### config.mk
export PLATFORM = sky130hd
export DESIGN_NAME = gcs_kernel
export DESIGN_NICKNAME = d
export VERILOG_FILES = /design/src/design/gray_conv3x3_stream_unit_defines.svh /design/src/design/gcs_pkg.sv /design/src/design/gcs_kernel.sv
export SDC_FILE = /design/constraint.sdc
export NUM_CORES = 2
export LEC_CHECK = 0
export BUFFER_PORTS_ARGS = -buffer_cell sky130_fd_sc_hd__buf_2
export CAP_MARGIN = 20
export CORE_MARGIN = 1.5
export CORE_UTILIZATION = 64
export CTS_CLUSTER_SIZE = 8
export DETAILED_ROUTE_END_ITERATION = 12
export PLACE_DENSITY_LB_ADDON = 0.15
export SLEW_MARGIN = 5
export SYNTH_ARGS = -nofsm -noshare
export SYNTH_HDL_FRONTEND = slang
export SYNTH_SLANG_ARGS = --single-unit
### constraint.sdc
create_clock -name i_clk -period 6.2 [get_ports i_clk]
set_input_delay 0 -clock i_clk [delete_from_list [all_inputs] [get_ports i_clk]]
set_output_delay 0 -clock i_clk [all_outputs]
set_load 0.01 [all_outputs]
### src/design/gray_conv3x3_stream_unit_defines.svh
// Assertion macros shared by the gray/3x3 convolution stream unit.
// Included by the top level only; no other dependencies.
`ifndef GRAY_CONV3X3_STREAM_UNIT_DEFINES_SVH
`define GRAY_CONV3X3_STREAM_UNIT_DEFINES_SVH

// Same-cycle implication, disabled while reset is asserted.
`define GCS_ASSERT_NOW(lbl, clk, rst_n, ante, cons, msg) \
    lbl: assert property (@(posedge clk) disable iff (!rst_n) (ante) |-> (cons)) \
        else $error(msg);

// Next-cycle implication, disabled while reset is asserted.
`define GCS_ASSERT_NEXT(lbl, clk, rst_n, ante, cons, msg) \
    lbl: assert property (@(posedge clk) disable iff (!rst_n) (ante) |=> (cons)) \
        else $error(msg);

`endif

### src/design/gcs_pkg.sv
// Shared types and constants of the gray/3x3 convolution stream unit.
// No dependencies; imported by every module of the block.
package gcs_pkg;

    localparam int PIX_W     = 8;
    localparam int IMG_W     = 11;
    localparam int KTOP_W    = 48;
    localparam int KBOT_W    = 24;
    localparam int CFG_DW    = 48;
    localparam int CFG_AW    = 2;
    localparam int ROW_W     = 2;
    localparam int PROD_W    = 17;
    localparam int SUM_W     = 21;
    localparam int FIFO_AW   = 3;
    localparam int FIFO_DEPTH = 1 << FIFO_AW;

    // Luma weights in units of 1/256.
    localparam logic [7:0] W_FIRST  = 8'd77;
    localparam logic [7:0] W_SECOND = 8'd148;
    localparam logic [7:0] W_THIRD  = 8'd28;

    localparam logic [IMG_W-1:0]  WIDTH_RST = 11'd640;
    localparam logic [KTOP_W-1:0] KTOP_RST  = 48'h0001_0000_0000;
    localparam logic [KBOT_W-1:0] KBOT_RST  = 24'h00_0000;

    typedef enum logic [CFG_AW-1:0] {
        CFG_MODE  = 2'd0,
        CFG_WIDTH = 2'd1,
        CFG_KTOP  = 2'd2,
        CFG_KBOT  = 2'd3
    } t_cfg_idx;

    // Pixel entering the line store stage.
    typedef struct packed {
        logic             valid;
        logic [ROW_W-1:0] row;
        logic [PIX_W-1:0] gray;
    } t_s1;

    // Pixel past the line store stage.
    typedef struct packed {
        logic             valid;
        logic [PIX_W-1:0] gray;
    } t_s2;

    typedef struct packed {
        logic [PIX_W-1:0] level;
        logic             clipped;
    } t_res;

    // [kernel row][kernel column], column 2 is the newest pixel.
    typedef logic [2:0][2:0][PIX_W-1:0] t_win;
    typedef logic [8:0][PIX_W-1:0]      t_coefs;

endpackage

### src/design/gcs_kernel.sv
// Signed 3x3 kernel products, sum and saturation of the gray/3x3 unit.
// Depends on gcs_pkg. Two register stages: products, then the clipped sum (or the gray value when i_mode is low).
module gcs_kernel (
    input  logic            i_clk,
    input  logic            i_rst_n,
    input  logic            i_mode,
    input  gcs_pkg::t_coefs i_coefs,
    input  gcs_pkg::t_win   i_win,
    input  gcs_pkg::t_s2    i_s2,
    output logic            o_push,
    output gcs_pkg::t_res   o_res
);
    import gcs_pkg::*;

    logic signed [PROD_W-1:0] r_prod [9];
    t_s2                      r_s3;
    logic                     r_push;
    t_res                     r_res;
    logic signed [SUM_W-1:0]  w_sum;
    t_res                     w_res;

    always_ff @(posedge i_clk) begin
        for (int i = 0; i < 9; i++) begin
            r_prod[i] <= PROD_W'($signed(i_coefs[i]))
                       * PROD_W'($signed({1'b0, i_win[i/3][i%3]}));
        end
    end

    always_comb begin
        w_sum = '0;
        for (int i = 0; i < 9; i++) begin
            w_sum = w_sum + SUM_W'(r_prod[i]);
        end
        if (!i_mode) begin
            w_res.level   = r_s3.gray;
            w_res.clipped = 1'b0;
        end else if (w_sum < 0) begin
            w_res.level   = '0;
            w_res.clipped = 1'b1;
        end else if (w_sum > SUM_W'(255)) begin
            w_res.level   = '1;
            w_res.clipped = 1'b1;
        end else begin
            w_res.level   = w_sum[PIX_W-1:0];
            w_res.clipped = 1'b0;
        end
    end

    always_ff @(posedge i_clk) begin
        if (!i_rst_n) begin
            r_s3   <= '0;
            r_push <= 1'b0;
        end else begin
            r_s3   <= i_s2;
            r_push <= r_s3.valid;
        end
        r_res <= w_res;
    end

    assign o_push = r_push;
    assign o_res  = r_res;

endmodule

* Word level (Yosys, flattened, before mapping)
Memory sizes are Yosys's and may differ from the RTL's.
Cells that the tools add are included.
W data, S select, Z words.
** Cells by class
- Add/subtract/negate cells :: 8
- Multiply operators :: 9
- $lt $le $gt $ge :: 2
- Mux-type cells :: 3
** Operators with widths (count)
- $mul A8 B9 Y17 :: 9
- $add A21 B17 Y21 :: 4
- $mux W9 :: 3
- $add A20 B17 Y21 :: 1
- $gt A21 B9 Y1 const B :: 1
- $lt A21 B1 Y1 const B :: 1
- $add A19 B17 Y20 :: 1
- $add A18 B17 Y19 :: 1
- $add A17 B17 Y18 :: 1
** Word-level totals
- Output and inout bits :: 10
- Register bits after elaboration :: 19
- Logic and storage cells :: 28
- Memories :: 1
- Bits in writable memories :: 153
** Memory list
- r_prod :: words 9, bits a word 17, rd ports 9, clocked after Yosys merged registers in 0, write ports 9, RTL line gcs_kernel.sv:15 : logic signed [PROD_W-1:0] r_prod [9];

* Logic depth before layout (Yosys ltp)
- Word-level depth :: 12
- Mapped depth :: 19
- Gate-level depth less buffers :: 18

* Worst setup path after synthesis
OpenSTA, ideal clock, no wires.
- Kind :: reg2reg
- From :: mem r_prod[3][2] (netlist: r_prod[1][19])
- To :: reg r_res, in the netlist o_res[1]
- Setup time :: 0.142 ns
- Data arrival time :: 4.835 ns
- Data required time :: 6.058 ns
- Cell stages (with the launch flop) :: 17
- Buffers on the path :: 0
- Path slack :: 1.223 ns
- Cells stage by stage :: dfxtp_1 fa_1 fa_1 fa_1 inv_1 fa_1 inv_1 ha_1 fa_1 a21o_1 a21oi_2 o21ai_2 or4b_1 a31oi_1 o2111ai_1 a2111oi_4 a31oi_1
** RTL lines
- start: declaration :: RTL line gcs_kernel.sv:15
- end signal: assignment :: RTL line gcs_kernel.sv:57 : r_res <= w_res;
- end: declaration :: RTL line gcs_kernel.sv:18 : t_res r_res;

==> reports/metrics.cfg <==
[status]
status=finished clean

[worst_hold_path]
hp-class=in -> reg
hold_depth=2

[yosys]
yosysWarnings=0
synth_cells=2865
synth_area_leaders=fa_1 (34%), ha_1 (19%), dfxtp_1 (13%)
yosysSeqAreaShare_pct=12.8
synth_enable_flop_cells=0
synthFlopType=dfxtp_1
synth_top_cell_area_share_pct=33.9
syn_area_sq_um=26900
ys_seq_elements=172
post_synth.cell_area_avg_sq_um=9.39
yosysTopAreaCell=fa_1
synthesis.nets=3884
yosys-top-cells-count=inv_1 (659), fa_1 (455), ha_1 (408)
synth_most_common_cell=inv_1
ys_types=58
synth_async_sr_flop_share_pct=0

[detailed_routing]
drtIter0Drc=879
via_count=19279
drc=0
drtPass1Iterations=6
routed_wl_mm=59.2
ant_nets=0
vias_per_cell=5.32
wl_per_cell_um=16.3

[die]
rows=74
coreArea_sq_um=41100
die_y_um=208
dieArea_sq_um=43300
pin_count=166
die_width_um=208
start_util_pct=65.4

[setup_path]
cp.arrival_ps=5770
crit_top_cell=fa_1
worstSetupPathType=reg -> reg
cp_cell_sequence=inv_1, fa_1, inv_1, fa_1, fa_1, inv_1, fa_1, inv_1, ha_1, fa_1, a21o_1, a21oi_2, o21ai_2, or4b_1, a31oi_1, o2111ai_1, a2111oi_4, a31oi_1
r2r_cells=18
critPathTopFamily=adder cells
critical_path.slowest_cell=a2111oi_4
cp.depth=18
critPathMaxFanout=9
cp_data_required_time_ps=6480
slowest_delay_ps=570
path_buf_inv=4
setup.worst_path.start_class=flop
end_kind=flop

[cts]
clkSinkCount=172
cts_root_buf=clkbuf_16
tritoncts=built
clk-insertion-delay-late_ps=440
clk_pin_slew_ps=70
cts_inserted_buffers=17
htreeDepth=4
clockBufferDepth=2
cts_resized=0

[run]
drv_cap=0

[timing]
period_needed_ps=5490
rsz0062_at_grt=no
setup_viol=0
worst_pin_slew_ps=706
setup_tns_ps=0
finalCritPeriodShare_pct=88.6
finalClockSkew_ps=13.3
slew_viol_final=0
hold_viol_final=0
fmax_ghz=0.182
max-slew-margin-rel_pct=52.8

[cells_and_area]
finalNetCount=4098
drive_gt1_share_pct=7.28
areaGrowthSynthToFinish_pct=8.85

[grt]
grt_max_degree=19
grt_pass1_vias=21247
antenna_found_initial=2
grt_pass1_wl_mm=102
grt.overflow.total=0
globalRouteTotalUtil_pct=29.2

[placed_design]
gp_congestion=0.914
dp_hpwl_mm=51.5
portBuffers=165

cells by family (layout without fill, tap and decap cells):
| family | after synthesis | after routing | share of synthesized area [%] |
|---|---|---|---|
| compound gates | 212 | 212 | 5.28 |
| xor+xnor | 107 | 107 | 3.48 |
| fa+ha+maj | 863 | 863 | 52.9 |
| buf+inv | 663 | 890 | 9.33 |
| flops | 172 | 172 | 12.8 |
| mux | 2 | 2 | 0.0791 |
| other cells | 0 | 1 | 0 |
| simple gates | 846 | 846 | 16.2 |
metal layers:
| layer | global-route usage (%) | wire [um] | vias up |
|---|---|---|---|
| li1 | - | - | 9194 |
| met1 | 35.5 | 24100 | 9545 |
| met2 | 52.8 | 30700 | 418 |
| met3 | 3.23 | 2070 | 120 |
| met4 | 11.7 | 2340 | 2 |
| met5 | 0 | 13 | - |
area by class of cell:
| class | count | area (sq um) |
|---|---|---|
| clock inverters | 14 | 143 |
| repair buffers | 199 | 1170 |
| fillers | 3190 | 11800 |
| clock buffers | 18 | 439 |
| flip-flops and latches | 172 | 3440 |
| multi-input cells | 2030 | 20900 |
| inverters | 659 | 2470 |
| diodes | 1 | 2.50 |
| well taps | 532 | 666 |
stage by stage:
stage / setup slack, ps / util [%] / hold WS (ps) / cell area [sq um] / cells
finish: 708 / 71.2 / 20.5 / 29300 / 3625
global route: 424 / 71.2 / 7.01 / 29300 / 3624
CTS: 720 / 71.2 / 0.405 / 29300 / 3624
detailed placement: 799 / 69.0 / 210 / 28300 / 3558
global placement: 928 / 69.0 / 207 / 28300 / 3558
floorplan: 1220 / - / 122 / 26900 / 2865
sequential cells by signal, summed over array words and instances, names as in the netlist:
register  count
r_prod      153
o_res         9
r_s3          9
o_push        1
timing repair:
item	4_1_cts	5_1_grt
buffers inserted	0	0
endpoints found under the hold margin	18	0
hold buffers	34	0
setup endpoints to repair	0	0
path summary, 6_finish.rpt:
| path | startpoint | to | slack, ps |
|---|---|---|---|
| min | i_win[0] | r_prod[0][0]$_DFF_P_ | 20 |
| max | r_prod[4][2]$_DFF_P_ | o_res[5]$_DFF_P_ | 710 |
| min reg2reg | r_s3[8]$_SDFF_PN0_ | o_push$_SDFF_PN0_ | 450 |
| max reg2reg | r_prod[4][2]$_DFF_P_ | o_res[5]$_DFF_P_ | 710 |
placed cells by master (no fill, tap or decap), types with 8 or more instances in the layout:
cell,instances
a31oi_1,14
nor3_1,20
or3_1,10
o21ai_0,40
fa_1,455
a21o_1,12
xnor2_1,98
nor2b_1,27
dlygate4sd3_1,34
nor2_1,123
xor2_1,9
nand2_1,242
inv_1,659
nand2b_1,58
clkbuf_16,17
o31ai_1,11
and2_1,319
buf_2,165
a41o_1,8
a211oi_1,9
dfxtp_1,172
ha_1,408
a21oi_1,61
or2_2,17
nand3_1,19
a21boi_0,16
Power is left out: the tool's default activity adds up to more than one toggle a clock period on the data nets, which glitch-free logic cannot reach.
