<file path="config.mk">
export PLATFORM = sky130hd
export DESIGN_NAME = gcs_out_fifo_flat
export DESIGN_NICKNAME = d
export VERILOG_FILES = /design/src/design/gray_conv3x3_stream_unit_defines.svh /design/src/design/gcs_pkg.sv /design/src/design/gcs_ifs.sv /design/src/design/gcs_out_fifo.sv /design/src/flat_wrapper.sv
export SDC_FILE = /design/constraint.sdc
export NUM_CORES = 1
export LEC_CHECK = 0
export ABC_AREA = 0
export BUFFER_PORTS_ARGS = -buffer_cell sky130_fd_sc_hd__clkbuf_2
export CAP_MARGIN = 20
export CORE_MARGIN = 3
export CORE_UTILIZATION = 35
export CTS_BUF_LIST = sky130_fd_sc_hd__clkbuf_2
export DETAILED_ROUTE_END_ITERATION = 7
export PLACE_DENSITY = 0.54
export REMOVE_ABC_BUFFERS = 1
export SLEW_MARGIN = 20
export SYNTH_ARGS = -nofsm -noshare
export SYNTH_HDL_FRONTEND = slang
export SYNTH_SLANG_ARGS = --single-unit
</file>
<file path="constraint.sdc">
create_clock -name i_clk -period 5.58 [get_ports i_clk]
set_clock_uncertainty 0.15 [all_clocks]
set_input_delay 1.116 -clock i_clk [delete_from_list [all_inputs] [get_ports i_clk]]
set_output_delay 1.116 -clock i_clk [all_outputs]
set_load 0.01 [all_outputs]
</file>
<file path="src/design/gray_conv3x3_stream_unit_defines.svh">
// Assertion macros shared by the gray/3x3 convolution stream unit.
// Included by the top level only; no other dependencies.
`ifndef GRAY_CONV3X3_STREAM_UNIT_DEFINES_SVH
`define GRAY_CONV3X3_STREAM_UNIT_DEFINES_SVH

// Same-cycle implication, disabled while reset is asserted.
`define GCS_ASSERT_NOW(lbl, clk, rst_n, ante, cons, msg) \
    lbl: assert property (@(posedge clk) disable iff (!rst_n) (ante) |-> (cons)) \
        else $error(msg);

// Next-cycle implication, disabled while reset is asserted.
`define GCS_ASSERT_NEXT(lbl, clk, rst_n, ante, cons, msg) \
    lbl: assert property (@(posedge clk) disable iff (!rst_n) (ante) |=> (cons)) \
        else $error(msg);

`endif

</file>
<file path="src/design/gcs_pkg.sv">
// Shared types and constants of the gray/3x3 convolution stream unit.
// No dependencies; imported by every module of the block.
package gcs_pkg;

    localparam int PIX_W     = 8;
    localparam int IMG_W     = 11;
    localparam int KTOP_W    = 48;
    localparam int KBOT_W    = 24;
    localparam int CFG_DW    = 48;
    localparam int CFG_AW    = 2;
    localparam int ROW_W     = 2;
    localparam int PROD_W    = 17;
    localparam int SUM_W     = 21;
    localparam int FIFO_AW   = 3;
    localparam int FIFO_DEPTH = 1 << FIFO_AW;

    // Luma weights in units of 1/256.
    localparam logic [7:0] W_FIRST  = 8'd77;
    localparam logic [7:0] W_SECOND = 8'd148;
    localparam logic [7:0] W_THIRD  = 8'd28;

    localparam logic [IMG_W-1:0]  WIDTH_RST = 11'd640;
    localparam logic [KTOP_W-1:0] KTOP_RST  = 48'h0001_0000_0000;
    localparam logic [KBOT_W-1:0] KBOT_RST  = 24'h00_0000;

    typedef enum logic [CFG_AW-1:0] {
        CFG_MODE  = 2'd0,
        CFG_WIDTH = 2'd1,
        CFG_KTOP  = 2'd2,
        CFG_KBOT  = 2'd3
    } t_cfg_idx;

    // Pixel entering the line store stage.
    typedef struct packed {
        logic             valid;
        logic [ROW_W-1:0] row;
        logic [PIX_W-1:0] gray;
    } t_s1;

    // Pixel past the line store stage.
    typedef struct packed {
        logic             valid;
        logic [PIX_W-1:0] gray;
    } t_s2;

    typedef struct packed {
        logic [PIX_W-1:0] level;
        logic             clipped;
    } t_res;

    // [kernel row][kernel column], column 2 is the newest pixel.
    typedef logic [2:0][2:0][PIX_W-1:0] t_win;
    typedef logic [8:0][PIX_W-1:0]      t_coefs;

endpackage

</file>
<file path="src/design/gcs_ifs.sv">


interface gcs_res_if;
    logic       valid;
    logic       ready;
    logic [7:0] level;
    logic       clipped;
    modport source (output valid, level, clipped, input ready);
    modport sink   (input valid, level, clipped, output ready);
endinterface


</file>
<file path="src/design/gcs_out_fifo.sv">
// Output queue with credit count for the gray/3x3 unit.
// Depends on gcs_pkg and gcs_res_if. Credits cover the pipeline plus the queue.
module gcs_out_fifo (
    input  logic             i_clk,
    input  logic             i_rst_n,
    input  logic             i_take,
    input  logic             i_push,
    input  gcs_pkg::t_res    i_res,
    output logic             o_room,
    gcs_res_if.source        o_res
);
    import gcs_pkg::*;

    t_res               r_buf [FIFO_DEPTH];
    logic [FIFO_AW-1:0] r_wr;
    logic [FIFO_AW-1:0] r_rd;
    logic [FIFO_AW:0]   r_fill;
    logic [FIFO_AW:0]   r_credit;
    logic               w_pop;

    assign w_pop   = o_res.valid && o_res.ready;
    assign o_room  = r_credit < (FIFO_AW+1)'(FIFO_DEPTH);
    assign o_res.valid   = r_fill != '0;
    assign o_res.level   = r_buf[r_rd].level;
    assign o_res.clipped = r_buf[r_rd].clipped;

    always_ff @(posedge i_clk) begin
        if (i_push) begin
            r_buf[r_wr] <= i_res;
        end
    end

    always_ff @(posedge i_clk) begin
        if (!i_rst_n) begin
            r_wr     <= '0;
            r_rd     <= '0;
            r_fill   <= '0;
            r_credit <= '0;
        end else begin
            if (i_push) begin
                r_wr <= r_wr + FIFO_AW'(1);
            end
            if (w_pop) begin
                r_rd <= r_rd + FIFO_AW'(1);
            end
            r_fill   <= r_fill + (FIFO_AW+1)'(i_push) - (FIFO_AW+1)'(w_pop);
            r_credit <= r_credit + (FIFO_AW+1)'(i_take) - (FIFO_AW+1)'(w_pop);
        end
    end

endmodule

</file>
<file path="src/flat_wrapper.sv">
// flat-port wrapper written by rule: the top's interface ports become plain ports
module gcs_out_fifo_flat import gcs_pkg::*;
  (i_clk, i_rst_n, i_take, i_push, i_res, o_room, o_res_valid, o_res_level, o_res_clipped, o_res_ready);
  gcs_res_if o_res_i ();
  input  logic i_clk;
  input  logic i_rst_n;
  input  logic i_take;
  input  logic i_push;
  input  gcs_pkg::t_res i_res;
  output logic o_room;
  output wire logic [$bits(o_res_i.valid)-1:0] o_res_valid;
  output wire logic [$bits(o_res_i.level)-1:0] o_res_level;
  output wire logic [$bits(o_res_i.clipped)-1:0] o_res_clipped;
  input wire logic [$bits(o_res_i.ready)-1:0] o_res_ready;
  assign o_res_valid = o_res_i.valid;
  assign o_res_level = o_res_i.level;
  assign o_res_clipped = o_res_i.clipped;
  assign o_res_i.ready = o_res_ready;
  gcs_out_fifo u_core (.i_clk(i_clk), .i_rst_n(i_rst_n), .i_take(i_take), .i_push(i_push), .i_res(i_res), .o_room(o_room), .o_res(o_res_i));
endmodule
</file>
======== After elaboration in Yosys (flattened, before gate mapping) ========
Memories as Yosys holds them, arrays and structs flattened. A register that Yosys moved wholly into a read port is not among the register bits.
Cells that the tools add are included.
operators by class
  order comparisons ....................... 1
  reductions and logical operators ........ 2
  add/subtract/negate cells ............... 6
  muxes and demuxes ....................... 4
operator list
  kind                                          number
  adder 4 x 1 -> 4 bit                          2
  subtractor 4 x 1 -> 4 bit                     2
  adder 3 x 1 -> 3 bit (second input constant)  2
  two-way mux 3 bit                             2
  < comparator 4 bit (second input constant)    1
  nonzero test 4 bit                            1
  two-way mux 1 bit                             2
  logical AND 1 bit                             1
word-level totals
  output and inout bits ................... 11
  input bits .............................. 14
  logic and storage cells ................. 18
  memories kept ........................... 1
  RAM bits ................................ 72
  flip-flop bits (word level) ............. 14
memories
  name          depth  width  rd ports  clocked after memory_dff  write ports  line                source
  u_core.r_buf  8      9      1         1                         1            gcs_out_fifo.sv:14  t_res r_buf [FIFO_DEPTH];

======== Longest topological paths before layout ========
  depth after elaboration ................. 4
  mapped depth ............................ 10
  depth with buffers taken out ............ 10

======== Worst setup path after synthesis ========
No wires, ideal clock.
  kind .................................... register to output
  start point ............................. reg (tool-made name)
  end point ............................... out o_res_clipped
  data required time ...................... 4.314 ns
  stages on the path, launching flop included .. 5
  path buffers ............................ 2
  arrival time ............................ 1.394 ns
  path slack .............................. 2.920 ns
  cells stage by stage .................... dfxtp_1 -> buf_6 -> buf_12 -> mux4_1 -> mux2_2
RTL lines
  element        line                source
  end, declared  flat_wrapper.sv:13  output wire logic [$bits(o_res_i.clipped)-1:0] o_res_clipped;

==> results.txt <==
----------------------------------------------------
[Setup path]
  Worst-path maximum fanout ... 18
  Critical path buffer and inverter count ... 1
  Reg2Reg Capture Point ... u_core.r_credit[2]
  FF-to-FF Start ... u_core.r_fill[2]
  Flop2flop setup slack ... 3.16 ns
  Critical Path Start Type ... flip-flop
  Critical path's slowest cell ... dfxtp_1
  List of cells traversed by the critical path ... mux4_1 > mux2_2 > clkbuf_2
  Arrival time of data at the critical path endpoint ... 2.66 ns
  Max incr delay on CP ... 1.05 ns
  Cell family contributing the most delay on the critical path ... flip-flops
  Endpoint kind of the worst setup timing path ... output pin
  Worst endpoint required time ... 4.31 ns
  WS Path Type ... flip-flop to output pin
  Worst R2R Path Depth ... 10

[Logic synthesis]
  Number of synthesis warnings ... 0
  Adder-cell share of the synthesized area ... 4.16%
  Mean Syn Cell Area ... 18.3 um2
  Post-synth top area share ... 59.0%
  Top post-synthesis cells by area ... edfxtp_1, mux4_1, dfxtp_1
  Post-synthesis sequential element count ... 89
  Cells after Synth ... 200
  Synth cell types ... 27
  Proportion of synthesized area in mux cells ... 18.1%
  Complex-gate fraction of the synthesized area ... 0.614%
  Sequential fraction of the synthesis area ... 68.2%
  Basic-gate share of the synthesized area counting and, or, nand and nor cells ... 5.32%
  Mapped cell area ... 3670 um2
  Share of the synthesized netlist area taken by xor and xnor gates ... 1.43%
  Synth area leader ... edfxtp_1
  Combinational family with the most area after synthesis ... multiplexers

[STA]
  Slew at the pin closest to its max-slew limit ... 1.04 ns
  Final setup violation count ... 0
  Relative slew slack ... 30.7%
  Period minus WS final ... 3.92 ns
  Total Negative Setup Slacks ... 0 ns
  Maximum clock frequency ... 255 MHz
  RSZ-0062 raised after global routing ... no
  Final Hold Violating Endpoints ... 0
  Min setup slack post-route ... 1.66 ns
  Share of the clock period used by the worst path after layout ... 70.3%
  Max Transition Viols Final ... 0

[Drt]
  DRC viols ... 0
  Post-route antenna net violation count ... 0
  Vias/cell ... 4.68
  Routed wirelength normalized by instance count ... 16.3 um
  Via count ... 1733
  Number of detailed-routing iterations run before antenna repair ... 4
  Final wirelength ... 6030 um
  Starting DRT DRC Count ... 77

[CTS]
  CTS HTree Levels ... 3
  Number of setup buffers added after CTS ... 0
  Clock latency on the worst-skew pair ... 0.52 ns
  Number of buffers created by CTS ... 9
  Worst-path clk slew ... 0.21 ns
  Root Buffer ... clkbuf_2
  TritonCTS clock tree ... done
  Number of buffers on the longest clock path ... 2
  Number of hold-repair buffers added at the cts stage ... 0
  Clock net sink count ... 89
  Total of cells resized after clock tree synthesis ... 0

[Placement]
  Worst-case setup slack after placement ... 2.20 ns
  Number of cells after detailed placement ... 353
  HPWL after detailed placement ... 3720 um
  Routability Congestion ... 0.711
  Number of buffers inserted by port buffering ... 24

[Die]
  Initial core utilization ... 36.7%
  Die width ... 108 um
  Number of I/O pins ... 25
  Standard-cell row count ... 36
  Total Die Area ... 11700 um2
  Chip Height ... 108 um
  Placeable core region ... 10000 um2

[Finish]
  Synth-to-layout area growth ... 11.7%
  Share of post-route cells with drive strength above 1 ... 24.5%
  Total inserted antenna cells ... 0
  Final cell count without fillers ... 370
  Total number of nets in the final design ... 257

[Min path]
  Hold/Removal Path Class ... flip-flop to flip-flop
  Hold Path Cell Cnt ... 2
  Hold Path Sink ... u_core.r_rd[2]
  Startpoint of the most critical hold path ... u_core.r_rd[2]

[Pwr]
  Total Power ... 1.54 mW
  Peak supply drop ... 0.229 mV
  Static leakage power ... 1.47 nW
  Power per unit of standard cell area ... 377 nW/um2

[Global route]
  First-pass GRT wire length ... 9560 um
  Grt ovf ... 0
  Initial antenna violation count ... 0
  Global router's overall resource usage ... 11.5%
  Number of global-route vias before repair ... 1763
  Largest net degree at the start of global routing ... 19

[Flow run]
  Number of maximum-capacitance constraint violations ... 0

[Outcome]
  Outcome ... complete, no violations

----------------------------------------------------
## placed cells by master (no fill, tap or decap)
cell type,instances
buf_4,2
nor3b_1,1
or3b_2,1
nand2_1,8
mux2i_1,9
fa_1,2
edfxtp_1,72
nand2_2,1
dfxtp_1,17
bufinv_16,3
inv_1,8
ha_1,9
clkinv_2,1
or2_2,2
nand3_1,3
mux2_2,9
and2_1,3
mux4_1,18
xnor2_1,3
a21o_1,1
clkbuf_2,35
a21oi_1,3
nor2_1,11
nor3_1,2
nor2_2,2
clkinv_4,1
nand2b_1,6
xor2_1,3
buf_6,1
## per-layer routing
| metal | vias up | part of all wire, % | global-route usage, % |
|---|---|---|---|
| li1 | 843 | - | - |
| met1 | 850 | 42 | 13.9 |
| met2 | 31 | 52 | 19.2 |
| met3 | 9 | 4.6 | 3.58 |
| met4 | 0 | 1.6 | 4.33 |
| met5 | - | 0 | 0 |
## cells by family (layout without fill, tap and decap cells)
logic type | after synthesis | count (layout)
xor+xnor | 6 | 6
buf+inv | 14 | 51
compound gates | 4 | 4
simple gates | 40 | 40
flops | 89 | 89
fa+ha+maj | 11 | 11
mux | 36 | 36
## how the worst max path moves through the flow
| stage | startpoint | end | slack [ns] | cells after the start |
|---|---|---|---|---|
| global route | flip-flop | o_res_level[2] | 1.47 | 3 |
| finish | flip-flop | o_res_level[2] | 1.66 | 3 |
| CTS | flip-flop | o_res_level[2] | 1.56 | 3 |
| global placement | flip-flop | o_res_level[4] | 2.22 | 3 |
| floorplan | flip-flop | o_res_clipped | 2.66 | 2 |
| detailed placement | flip-flop | o_res_level[4] | 2.20 | 3 |
## power breakdown
part	switching [mW]	leakage [nW]	internal [mW]
sequential	0.0484	0.794	0.764
clock	0.204	0.0961	0.197
combinational	0.151	0.576	0.180
total	0.403	1.47	1.14
## state kept, by name (all words and copies together) (netlist names), named ones only
name             flops
u_core.r_wr          3
u_core.r_rd          3
u_core.r_fill        4
u_core.r_buf        72
u_core.r_credit      4
## cell usage after synthesis, drive strengths merged
library cell,count
nand3,3
nand2,9
clkbuf,2
xor2,3
dfxtp,17
buf,4
or2,2
nand2b,6
fa,2
nor3,2
nor2,13
mux2,9
or3b,1
nor3b,1
and2,3
a21oi,3
a21o,1
xnor2,3
inv,8
mux4,18
ha,9
edfxtp,72
mux2i,9
## metrics by stage
step,utilization [%],area [um2],hold slack [ns]
final,41.0,4100,0.359
after global routing,41.0,4100,0.398
after global placement,39.2,3920,0.316
after detailed placement,39.2,3920,0.335
after CTS,40.8,4080,0.364
after floorplan,-,3620,0.306
## layout make-up
class	count	area, um2
fillers	932	5900
clock buffers	11	55.1
multi-input cells	97	1090
clock inverters	5	104
flip-flops and latches	89	2500
well taps	133	166
repair buffers	27	146
inverters	8	30.0
## worst register-to-register path, cell delays in order, from the launching register on
cell	delay, ns
dfxtp_1	0.34
inv_1	0.07
ha_1	0.13
or3b_2	0.49
nand2_2	0.21
xnor2_1	0.15
ha_1	0.19
inv_1	0.05
fa_1	0.37
xor2_1	0.14
nor2_1	0.05
(Power assumes the default switching activity.)
